`config.mk`:
```
export PLATFORM = sky130hd
export DESIGN_NAME = copper_wait_beam_match_flat
export DESIGN_NICKNAME = d
export VERILOG_FILES = /design/src/hdl/cwbm_pkg.sv /design/src/hdl/cwbm_in_if.sv /design/src/hdl/cwbm_out_if.sv /design/src/hdl/cwbm_regs.sv /design/src/hdl/cwbm_cmp.sv /design/src/hdl/copper_wait_beam_match.sv /design/src/flat_wrapper.sv
export SDC_FILE = /design/constraint.sdc
export NUM_CORES = 1
export LEC_CHECK = 0
export BUFFER_PORTS_ARGS = -buffer_cell sky130_fd_sc_hd__buf_2
export CELL_PAD_IN_SITES_DETAIL_PLACEMENT = 1
export CELL_PAD_IN_SITES_GLOBAL_PLACEMENT = 2
export CORE_UTILIZATION = 37
export CTS_BUF_LIST = sky130_fd_sc_hd__clkbuf_8
export DETAILED_ROUTE_END_ITERATION = 8
export PLACE_DENSITY = 0.86
export RECOVER_POWER = 50
export SLEW_MARGIN = 0
export SYNTH_ARGS = -nofsm -noshare
export SYNTH_HDL_FRONTEND = slang
export SYNTH_HIERARCHICAL = 1
export SYNTH_SLANG_ARGS = --single-unit
export TNS_END_PERCENT = 50
```
`constraint.sdc`:
```
create_clock -name clk -period 5.3 [get_ports clk]
set_input_delay 0.265 -clock clk [delete_from_list [all_inputs] [get_ports clk]]
set_output_delay 0.265 -clock clk [all_outputs]
set_load 0.03 [all_outputs]
```
`src/hdl/cwbm_pkg.sv`:
```
// shared types and constants for the copper wait beam compare block
`default_nettype none
package cwbm_pkg;

	localparam int unsigned LINE_W   = 9;
	localparam int unsigned CYCLE_W  = 8;
	localparam int unsigned PADDR_W  = 3;
	localparam int unsigned PDATA_W  = 32;

	localparam logic [LINE_W-1:0]  LINES_RESET  = 9'd313;
	localparam logic [CYCLE_W-1:0] CYCLES_RESET = 8'd227;

	// register index, taken from paddr bit 2
	localparam logic REG_LINES  = 1'b0;
	localparam logic REG_CYCLES = 1'b1;

	// cycle positions with special handling
	localparam logic [CYCLE_W-1:0] CYC_HOLE = 8'he2;
	localparam logic [CYCLE_W-1:0] CYC_WRAP = 8'he0;

	typedef struct packed {
		logic [LINE_W-1:0]  lines_in_frame;
		logic [CYCLE_W-1:0] cycles_in_line;
	} cfg_t;

	typedef struct packed {
		logic [7:0] op;
		logic [7:0] tgt;
		logic [7:0] msk;
	} cmp_req_t;

	typedef struct packed {
		logic lt;
		logic eq;
		logic gt;
	} cmp_res_t;

endpackage
`default_nettype wire

```
`src/hdl/cwbm_in_if.sv`:
```
// input channel: one wait/skip instruction pair and the beam position
`default_nettype none
interface cwbm_in_if;
	logic        valid;
	logic        ready;
	logic [15:0] first_word;
	logic [15:0] second_word;
	logic [8:0]  current_line;
	logic [7:0]  current_cycle;

	modport source (output valid, output first_word, output second_word,
		output current_line, output current_cycle, input ready);
	modport sink (input valid, input first_word, input second_word,
		input current_line, input current_cycle, output ready);
endinterface
`default_nettype wire

```
`src/hdl/cwbm_out_if.sv`:
```
// output channel: skip test and wakeup position
`default_nettype none
interface cwbm_out_if;
	logic       valid;
	logic       ready;
	logic       passed_now;
	logic       wake_found;
	logic [8:0] wake_line;
	logic [7:0] wake_cycle;

	modport source (output valid, output passed_now, output wake_found,
		output wake_line, output wake_cycle, input ready);
	modport sink (input valid, input passed_now, input wake_found,
		input wake_line, input wake_cycle, output ready);
endinterface
`default_nettype wire

```
`src/hdl/cwbm_regs.sv`:
```
// apb configuration registers: lines per frame and cycles per line
`default_nettype none
module cwbm_regs (
	input  wire logic                          clk,
	input  wire logic                          arst_n,
	input  wire logic                          psel,
	input  wire logic                          penable,
	input  wire logic                          pwrite,
	input  wire logic [cwbm_pkg::PADDR_W-1:0]  paddr,
	input  wire logic [cwbm_pkg::PDATA_W-1:0]  pwdata,
	output      logic [cwbm_pkg::PDATA_W-1:0]  prdata,
	output      logic                          pready,
	output      cwbm_pkg::cfg_t                cfg
);
	logic [cwbm_pkg::LINE_W-1:0]  lines_q;
	logic [cwbm_pkg::CYCLE_W-1:0] cycles_q;
	logic                         wr_en;

	assign pready = 1'b1;
	assign wr_en  = psel & penable & pwrite & pready;

	always_ff @(posedge clk or negedge arst_n) begin
		if (!arst_n) begin
			lines_q  <= cwbm_pkg::LINES_RESET;
			cycles_q <= cwbm_pkg::CYCLES_RESET;
		end else if (wr_en) begin
			unique case (paddr[2])
				cwbm_pkg::REG_LINES:  lines_q  <= pwdata[cwbm_pkg::LINE_W-1:0];
				cwbm_pkg::REG_CYCLES: cycles_q <= pwdata[cwbm_pkg::CYCLE_W-1:0];
				default: ;
			endcase
		end
	end

	always_comb begin
		unique case (paddr[2])
			cwbm_pkg::REG_LINES:  prdata = {23'd0, lines_q};
			cwbm_pkg::REG_CYCLES: prdata = {24'd0, cycles_q};
			default:              prdata = '0;
		endcase
	end

	assign cfg.lines_in_frame = lines_q;
	assign cfg.cycles_in_line = cycles_q;
endmodule
`default_nettype wire

```
`src/hdl/cwbm_cmp.sv`:
```
// shared masked compare unit for beam line and beam cycle
`default_nettype none
module cwbm_cmp (
	input  wire cwbm_pkg::cmp_req_t req,
	output      cwbm_pkg::cmp_res_t res
);
	logic [7:0] a;
	logic [7:0] b;

	assign a      = req.op & req.msk;
	assign b      = req.tgt & req.msk;
	assign res.lt = a < b;
	assign res.eq = a == b;
	assign res.gt = a > b;
endmodule
`default_nettype wire

```
`src/hdl/copper_wait_beam_match.sv`:
```
// copper wait/skip beam compare: skip test and wakeup search over one frame
// the scan steps the cycle and then the line, one step at a time through the shared compare unit
// throughput: one instruction at a time, next beat taken the cycle after the result loads;
//   the result sits in an output register, so a new item may enter while it waits
// reset (arst_n low, asynchronous): sequencer idle, no result pending, lines_in_frame 313, cycles_in_line 227
`default_nettype none
module copper_wait_beam_match (
	input  wire logic                          clk,
	input  wire logic                          arst_n,
	input  wire logic                          psel,
	input  wire logic                          penable,
	input  wire logic                          pwrite,
	input  wire logic [cwbm_pkg::PADDR_W-1:0]  paddr,
	input  wire logic [cwbm_pkg::PDATA_W-1:0]  pwdata,
	output      logic [cwbm_pkg::PDATA_W-1:0]  prdata,
	output      logic                          pready,
	cwbm_in_if.sink                            in_ch,
	cwbm_out_if.source                         out_ch
);
	// sequencer states, one-hot
	typedef enum logic [10:0] {
		ST_IDLE  = 11'b00000000001,
		ST_PLINE = 11'b00000000010, // skip test, line compare
		ST_PCYC  = 11'b00000000100, // skip test, cycle compare
		ST_ADV   = 11'b00000001000, // advance the start position past the beam position
		ST_FIRST = 11'b00000010000, // first line compare
		ST_HSCAN = 11'b00000100000, // step the cycle by two
		ST_LSCAN = 11'b00001000000, // step the line by one
		ST_FIXA  = 11'b00010000000, // move cycle 0xe2 forward
		ST_FIXB  = 11'b00100000000, // move the wakeup back ahead of the match
		ST_FIXC  = 11'b01000000000, // cycle 0xe0 wraps to next line
		ST_DONE  = 11'b10000000000
	} state_t;

	state_t             state_q;
	cwbm_pkg::cfg_t     cfg;
	cwbm_pkg::cmp_req_t cmp_req;
	cwbm_pkg::cmp_res_t cmp_res;

	// latched instruction and beam position
	logic [7:0] tv_q, th_q, mv_q, mh_q;
	logic [8:0] cur_line_q;
	logic [7:0] cur_cyc_q;

	// working position, wider than the fields so that wraps are seen
	logic [9:0] wl_q;
	logic [8:0] wc_q;

	logic pgt_q, peq_q, passed_q;
	logic second_q;  // cycle scan runs from cycle 0 of the next line
	logic hfound_q;  // a cycle from 0 reaches the target within the line
	logic found_q;

	// output register
	logic       out_valid_q;
	logic       out_passed_q;
	logic       out_found_q;
	logic [8:0] out_line_q;
	logic [7:0] out_cycle_q;

	logic       in_take;
	logic       out_load;
	logic       in_line;
	logic       in_frame;
	logic       line_step;
	logic [8:0] c_plus2;

	// advance unit shared by the start move and the 0xe2 move
	logic [9:0] adv_line_in;
	logic [8:0] adv_cyc_in;
	logic [8:0] adv_n;
	logic [8:0] adv_sum;
	logic [8:0] adv_sub;
	logic       adv_wrap;
	logic [9:0] adv_line;
	logic [8:0] adv_cyc;

	cwbm_regs u_regs (
		.clk     (clk),
		.arst_n  (arst_n),
		.psel    (psel),
		.penable (penable),
		.pwrite  (pwrite),
		.paddr   (paddr),
		.pwdata  (pwdata),
		.prdata  (prdata),
		.pready  (pready),
		.cfg     (cfg)
	);

	cwbm_cmp u_cmp (
		.req (cmp_req),
		.res (cmp_res)
	);

	assign in_ch.ready = (state_q == ST_IDLE);
	assign in_take     = in_ch.valid & in_ch.ready;
	assign out_load    = (state_q == ST_DONE) & (~out_valid_q | out_ch.ready);

	// compare operand select: cycle compares in the skip cycle test and cycle scan
	always_comb begin
		unique case (state_q)
			ST_PLINE: cmp_req = '{op: cur_line_q[7:0], tgt: tv_q, msk: mv_q};
			ST_PCYC:  cmp_req = '{op: cur_cyc_q, tgt: th_q, msk: mh_q};
			ST_HSCAN: cmp_req = '{op: wc_q[7:0], tgt: th_q, msk: mh_q};
			default:  cmp_req = '{op: wl_q[7:0], tgt: tv_q, msk: mv_q};
		endcase
	end

	// advance: add n, past the line end subtract the line length,
	// bump the line and round an odd cycle up
	always_comb begin
		if (state_q == ST_ADV) begin
			adv_line_in = {1'b0, cur_line_q};
			adv_cyc_in  = {1'b0, cur_cyc_q};
			adv_n       = 9'd2;
		end else begin
			adv_line_in = wl_q;
			adv_cyc_in  = wc_q;
			adv_n       = 9'd1;
		end
		adv_sum  = adv_cyc_in + adv_n;
		adv_wrap = adv_sum >= {1'b0, cfg.cycles_in_line};
		adv_sub  = adv_sum - {1'b0, cfg.cycles_in_line};
		adv_line = adv_wrap ? adv_line_in + 10'd1 : adv_line_in;
		adv_cyc  = adv_wrap ? adv_sub + {8'd0, adv_sub[0]} : adv_sum;
	end

	assign in_line   = wc_q <= {1'b0, cfg.cycles_in_line};
	assign in_frame  = wl_q < {1'b0, cfg.lines_in_frame};
	// with a cycle hit the line scan stops at equal, otherwise it passes equal lines
	assign line_step = in_frame & (hfound_q ? cmp_res.lt : (cmp_res.lt | cmp_res.eq));
	assign c_plus2   = {1'b0, cur_cyc_q} + 9'd2;

	always_ff @(posedge clk or negedge arst_n) begin
		if (!arst_n) begin
			state_q <= ST_IDLE;
		end else begin
			unique case (state_q)
				ST_IDLE:  if (in_take) state_q <= ST_PLINE;
				ST_PLINE: state_q <= ST_PCYC;
				ST_PCYC:  state_q <= ST_ADV;
				ST_ADV:   state_q <= ST_FIRST;
				ST_FIRST: state_q <= cmp_res.gt ? ST_FIXA : ST_HSCAN;
				ST_HSCAN: begin
					if (!(in_line && cmp_res.lt)) begin
						if (second_q) state_q <= ST_LSCAN;
						else if (in_line) state_q <= ST_FIXA;
					end
				end
				ST_LSCAN: if (!line_step) state_q <= in_frame ? ST_FIXA : ST_DONE;
				ST_FIXA:  state_q <= ST_FIXB;
				ST_FIXB:  state_q <= ST_FIXC;
				ST_FIXC:  state_q <= ST_DONE;
				ST_DONE:  if (out_load) state_q <= ST_IDLE;
				default:  state_q <= ST_IDLE;
			endcase
		end
	end

	// datapath of the sequencer
	always_ff @(posedge clk) begin
		unique case (state_q)
			ST_IDLE: begin
				if (in_take) begin
					tv_q       <= in_ch.first_word[15:8];
					th_q       <= {in_ch.first_word[7:1], 1'b0};
					mv_q       <= {1'b1, in_ch.second_word[14:8]};
					mh_q       <= {in_ch.second_word[7:1], 1'b0};
					cur_line_q <= in_ch.current_line;
					cur_cyc_q  <= in_ch.current_cycle;
				end
			end
			ST_PLINE: begin
				pgt_q <= cmp_res.gt;
				peq_q <= cmp_res.eq;
			end
			ST_PCYC: passed_q <= pgt_q | (peq_q & ~cmp_res.lt);
			ST_ADV: begin
				wl_q <= adv_line;
				wc_q <= adv_cyc;
			end
			ST_FIRST: begin
				found_q  <= cmp_res.gt;
				hfound_q <= 1'b0;
				if (cmp_res.eq) begin
					second_q <= 1'b0;
				end else if (!cmp_res.gt) begin
					// line not reached: scan from cycle 0 of the next line
					second_q <= 1'b1;
					wl_q     <= wl_q + 10'd1;
					wc_q     <= '0;
				end
			end
			ST_HSCAN: begin
				if (in_line && cmp_res.lt) begin
					wc_q <= wc_q + 9'd2;
				end else if (!second_q) begin
					if (in_line) begin
						found_q <= 1'b1;
					end else begin
						second_q <= 1'b1;
						wl_q     <= wl_q + 10'd1;
						wc_q     <= '0;
					end
				end else begin
					hfound_q <= in_line;
					if (!in_line) wc_q <= '0;
				end
			end
			ST_LSCAN: begin
				if (line_step) begin
					wl_q <= wl_q + 10'd1;
				end else begin
					found_q <= in_frame;
					if (!in_frame) begin
						wl_q <= '0;
						wc_q <= '0;
					end else if (hfound_q && cmp_res.lt) begin
						wc_q <= '0;
					end
				end
			end
			ST_FIXA: begin
				if (wc_q == {1'b0, cwbm_pkg::CYC_HOLE}) begin
					wl_q <= adv_line;
					wc_q <= adv_cyc;
				end
			end
			ST_FIXB: begin
				// no early move on the immediate position or at line start
				if (((wl_q != {1'b0, cur_line_q}) || (wc_q != c_plus2)) && (wc_q != 9'd0))
					wc_q <= {1'b0, wc_q[7:0] - 8'd2};
			end
			ST_FIXC: begin
				if (wc_q == {1'b0, cwbm_pkg::CYC_WRAP}) begin
					wc_q <= '0;
					wl_q <= wl_q + 10'd1;
				end
			end
			ST_DONE: ;
			default: ;
		endcase
	end

	// output register, valid held until the beat is taken
	always_ff @(posedge clk or negedge arst_n) begin
		if (!arst_n) begin
			out_valid_q <= 1'b0;
		end else if (out_load) begin
			out_valid_q <= 1'b1;
		end else if (out_ch.ready) begin
			out_valid_q <= 1'b0;
		end
	end

	always_ff @(posedge clk) begin
		if (out_load) begin
			out_passed_q <= passed_q;
			out_found_q  <= found_q;
			out_line_q   <= wl_q[8:0];
			out_cycle_q  <= wc_q[7:0];
		end
	end

	assign out_ch.valid      = out_valid_q;
	assign out_ch.passed_now = out_passed_q;
	assign out_ch.wake_found = out_found_q;
	assign out_ch.wake_line  = out_line_q;
	assign out_ch.wake_cycle = out_cycle_q;
endmodule
`default_nettype wire

```
`src/flat_wrapper.sv`:
```
// flat-port wrapper written by rule: the top's interface ports become plain ports
module copper_wait_beam_match_flat 
  (clk, arst_n, psel, penable, pwrite, paddr, pwdata, prdata, pready, in_ch_valid, in_ch_first_word, in_ch_second_word, in_ch_current_line, in_ch_current_cycle, in_ch_ready, out_ch_valid, out_ch_passed_now, out_ch_wake_found, out_ch_wake_line, out_ch_wake_cycle, out_ch_ready);
  cwbm_in_if in_ch_i ();
  cwbm_out_if out_ch_i ();
  input  wire logic clk;
  input  wire logic arst_n;
  input  wire logic psel;
  input  wire logic penable;
  input  wire logic pwrite;
  input  wire logic [cwbm_pkg::PADDR_W-1:0] paddr;
  input  wire logic [cwbm_pkg::PDATA_W-1:0] pwdata;
  output      logic [cwbm_pkg::PDATA_W-1:0] prdata;
  output      logic pready;
  input wire logic [$bits(in_ch_i.valid)-1:0] in_ch_valid;
  input wire logic [$bits(in_ch_i.first_word)-1:0] in_ch_first_word;
  input wire logic [$bits(in_ch_i.second_word)-1:0] in_ch_second_word;
  input wire logic [$bits(in_ch_i.current_line)-1:0] in_ch_current_line;
  input wire logic [$bits(in_ch_i.current_cycle)-1:0] in_ch_current_cycle;
  output wire logic [$bits(in_ch_i.ready)-1:0] in_ch_ready;
  output wire logic [$bits(out_ch_i.valid)-1:0] out_ch_valid;
  output wire logic [$bits(out_ch_i.passed_now)-1:0] out_ch_passed_now;
  output wire logic [$bits(out_ch_i.wake_found)-1:0] out_ch_wake_found;
  output wire logic [$bits(out_ch_i.wake_line)-1:0] out_ch_wake_line;
  output wire logic [$bits(out_ch_i.wake_cycle)-1:0] out_ch_wake_cycle;
  input wire logic [$bits(out_ch_i.ready)-1:0] out_ch_ready;
  assign in_ch_i.valid = in_ch_valid;
  assign in_ch_i.first_word = in_ch_first_word;
  assign in_ch_i.second_word = in_ch_second_word;
  assign in_ch_i.current_line = in_ch_current_line;
  assign in_ch_i.current_cycle = in_ch_current_cycle;
  assign in_ch_ready = in_ch_i.ready;
  assign out_ch_valid = out_ch_i.valid;
  assign out_ch_passed_now = out_ch_i.passed_now;
  assign out_ch_wake_found = out_ch_i.wake_found;
  assign out_ch_wake_line = out_ch_i.wake_line;
  assign out_ch_wake_cycle = out_ch_i.wake_cycle;
  assign out_ch_i.ready = out_ch_ready;
  copper_wait_beam_match u_core (.clk(clk), .arst_n(arst_n), .psel(psel), .penable(penable), .pwrite(pwrite), .paddr(paddr), .pwdata(pwdata), .prdata(prdata), .pready(pready), .in_ch(in_ch_i), .out_ch(out_ch_i));
endmodule
```
==> run metrics <==
status=complete, but fails checks; violated checks=max-capacitance violations, max-slew violations; largest net degree at the start of global routing=47; gpl congestion=0.857; Num CTS Buffers=17; Hold WS=0.0546 ns; CTS Buffer Depth=2; Netlist cell types=82; final instance area=9670 um^2; dpl ws=about 0.43 ns; Hold Crit Depth=2; switching share of power=39.8%; Hold Fails Final Rpt=0; Wirelength per Cell=19.9 um; I/O pins=145; CTS sink count=~120; Die X=roughly 150 um; DR vias/cell=5.47; CP Launch Type=register; CTS tree=built; EDFF count, synth=90; Via Count=slightly below 7000; CP max FO=8; vias in the first global route=6913; Yosys reg bits=119; Worst Skew=0.0156 ns; Worst-path clk slew=0.08 ns; Fin Setup TNS=0 ns; worst path bufs/invs=2; slowest CP cell=nor3_1; synth cell count leaders=90 x edfxtp_1, 67 x nand2_1, 52 x nor2_1, 41 x inv_1, 39 x ha_1; sw power=~1500 uW; data arrival time of the worst path=5.25 ns; Initial Util=38.2%; slew margin rel.=-9.83%; ys async rst share=24.4%; Final min period=4.95 ns; Ys Warns=6; Slew Viols, Final=30; area share of the leading cell type in the synthesized netlist=33.2%; CTS Root Cell=clkbuf_8; Antenna Violating Nets Remaining=0; max capacitance violation total=1; fin util=a little under half; clock latency on the worst-skew pair=0.46 ns; final wirelength=24800 um; Max IR drop VDD=just over 0.2 mV; # nets final=1091; worst hold endpoint=u_core/u_regs/lines_q[8]; CP cell instances=or3_1 -> nor3_1 -> buf_4 -> a22oi_1 -> nand2_1 -> o21ai_0 -> a21oi_1 -> and2_1 -> ha_1 -> nor2b_4 -> o211ai_2 -> a21oi_2 -> nor2_1 -> inv_1 -> o21a_1 -> a2111oi_4 -> nor2_1 -> o21a_1 -> o22ai_1; Antenna diodes=0; CP Capture Type=register; CP required=around 5.6 ns; H-tree depth=4; max incr delay on CP=0.62 ns; R2R Path End=u_core/wl_q[9]; Post-Syn Area per Cell=10.0 um^2; DR iter-0 viols=around 370; Leak=just under 0.004 uW; Setup WS post-layout=0.353 ns; initial antenna violation count=0; cell depth of the worst setup path=19; Total Die Area=22600 um^2; Top delay family on crit path=simple AND/OR/NAND/NOR gates; sequential fraction of design power=a little under two fifths; input/output buffers=92; combinational power share=40.8%; core region area=approximately 21000 um^2; RSZ-0062 raised after global routing=no; first-pass GRT wire length=between 30000 and 40000 um; GRT Util Overall=22.7%; Worst R2R Setup Slack=0.35 ns; worst r2r src=u_core/state_q[1]; Post-Syn Area=8130 um^2; Die Span Y=150 um; hold path start=pwdata[8]; final worst-path cycle share=93.3%; Int Pwr=about 2200 uW; share of layout cells above drive strength 1=19.3%; Final setup viols=0; Most used DFF post-synth=edfxtp_1; type of the worst min-delay path=input pin to register; cell accounting for the most synthesized area=edfxtp_1; # DRC=0; Seq/Total Area, Yosys=between 40% and 50%; Least-Margin Pin Slew=1.65 ns; Syn Inst Count=809; PwrDens=about 390 nW/um^2; clock share of power=around 22%; Setup Crit Path Kind=register to register; Max Clk Rate=202 MHz; grt ovf=0; placed cell area=8900 um^2; drt pass-1 iters=4; DP Wirelength=between 15000 and 20000 um; Crit. Startpoint=u_core/state_q[1]; P&R area growth vs syn=19.0%; Core Rows=53; most frequent cell after synthesis=edfxtp_1; worst-case reg-to-reg path depth=19; Area contributors post-synth=edfxtp_1 33%, ha_1 6.0%, dfrtp_1 5.5%
[registers in the layout (all words and copies together) (netlist names), 8 cells and up]
name,count
u_core/wl_q,10
u_core/cur_line_q,9
u_core/out_ch.wake_cycle,8
u_core/u_regs/lines_q,9
u_core/state_q,11
u_core/cur_cyc_q,8
u_core/wc_q,9
u_core/out_ch.wake_line,9
u_core/tv_q,8
u_core/u_regs/cycles_q,8
[worst max-delay path by stage]
stage | to | slack, ns
floorplan | u_core/wc_q[7] | 0.80
global placement | u_core/wl_q[9] | 0.47
detailed placement | u_core/wl_q[9] | 0.43
CTS | u_core/wl_q[9] | 0.34
global route | u_core/wl_q[9] | 0.11
finish | u_core/wl_q[9] | 0.35
[cell type report]
cell class	instances	area (um^2)
Fill cell	2447	11600
Clock buffer	17	234
Sequential cell	119	3440
Inverter	41	154
Timing Repair Buffer	169	1090
Tap cell	275	344
Clock inverter	15	154
Multi-Input combinational cell	612	4260
[stage by stage]
| step | total power [uW] | instances |
|---|---|---|
| 2_1_floorplan | 2440 | 831 |
| 3_3_place_gp | 2800 | 1169 |
| 3_5_place_dp | 2850 | 1169 |
| 4_1_cts | 3730 | 1248 |
| 5_1_grt | 3950 | 1248 |
| 6_report | 3730 | 1248 |
[power groups by stage]
stage / registers [uW] / logic, uW / clock network [uW]
finish: 1380 / 1520 / 833
global route: 1390 / 1660 / 893
CTS: 1370 / 1510 / 848
detailed placement: 1390 / 1460 / 0
global placement: 1380 / 1420 / 0
floorplan: 1320 / 1110 / 0
[repair_timing]
action	in CTS	in global routing
resized for setup	0	1
endpoints found under the setup margin	0	1
setup buffers	0	0
hold buffers	47	0
endpoints found under the hold margin	64	0
[layer usage]
layer / global-route usage (%) / share of wire, % / vias up
li1: - / - / 3234
met1: 30.4 / 46 / 3350
met2: 37.5 / 47 / 215
met3: 4.00 / 4.9 / 31
met4: 6.87 / 1.6 / 0
met5: 0 / 0 / -
[cell families (layout without fill, tap and decap cells)]
family,count (synthesis),after routing,synth area share [%]
xor+xnor,49,49,5.28
flops,119,119,42.3
simple gates,272,272,17.8
buf+inv,100,242,6.13
other cells,2,24,0.0924
compound gates,171,171,14.6
fa+ha+maj,40,40,6.25
mux,56,56,7.48
[layout by cell type, fill, tap and decap left out, types with 9 or more instances in the layout]
cell           Yosys  routed
edfxtp_1          90      90
mux2_2            38      37
conb_1             2      24
o21ai_0           31      31
ha_1              39      39
o22ai_1           13      13
dfrtp_1           18      18
nor2b_1           14      14
nand4_1           15      16
nand2b_1           9       9
nand3_1           20      20
dlygate4sd3_1      0      47
buf_4             26      20
clkbuf_8           0      17
and2_1            15      14
nor3_1            25      25
inv_1             41      41
and3_1            13      13
xnor2_1           31      31
a21oi_1           35      35
a22oi_1            9       9
mux2i_1           18      18
buf_2              5      66
o211ai_1          10      10
nor2_1            52      52
xor2_1            18      18
nand2_1           67      67
clkbuf_1          19      35
[worst register-to-register path: cells and delay by family (launching register included)]
family / cells / cell delay [ns]
buffers and inverters: 2 / 0.47
DFF: 1 / 0.44
and+or+nand+nor: 7 / 2.13
adders and majority gates: 1 / 0.24
AOI/OAI and AO/OA: 9 / 1.50
(Power assumes the default switching activity.)
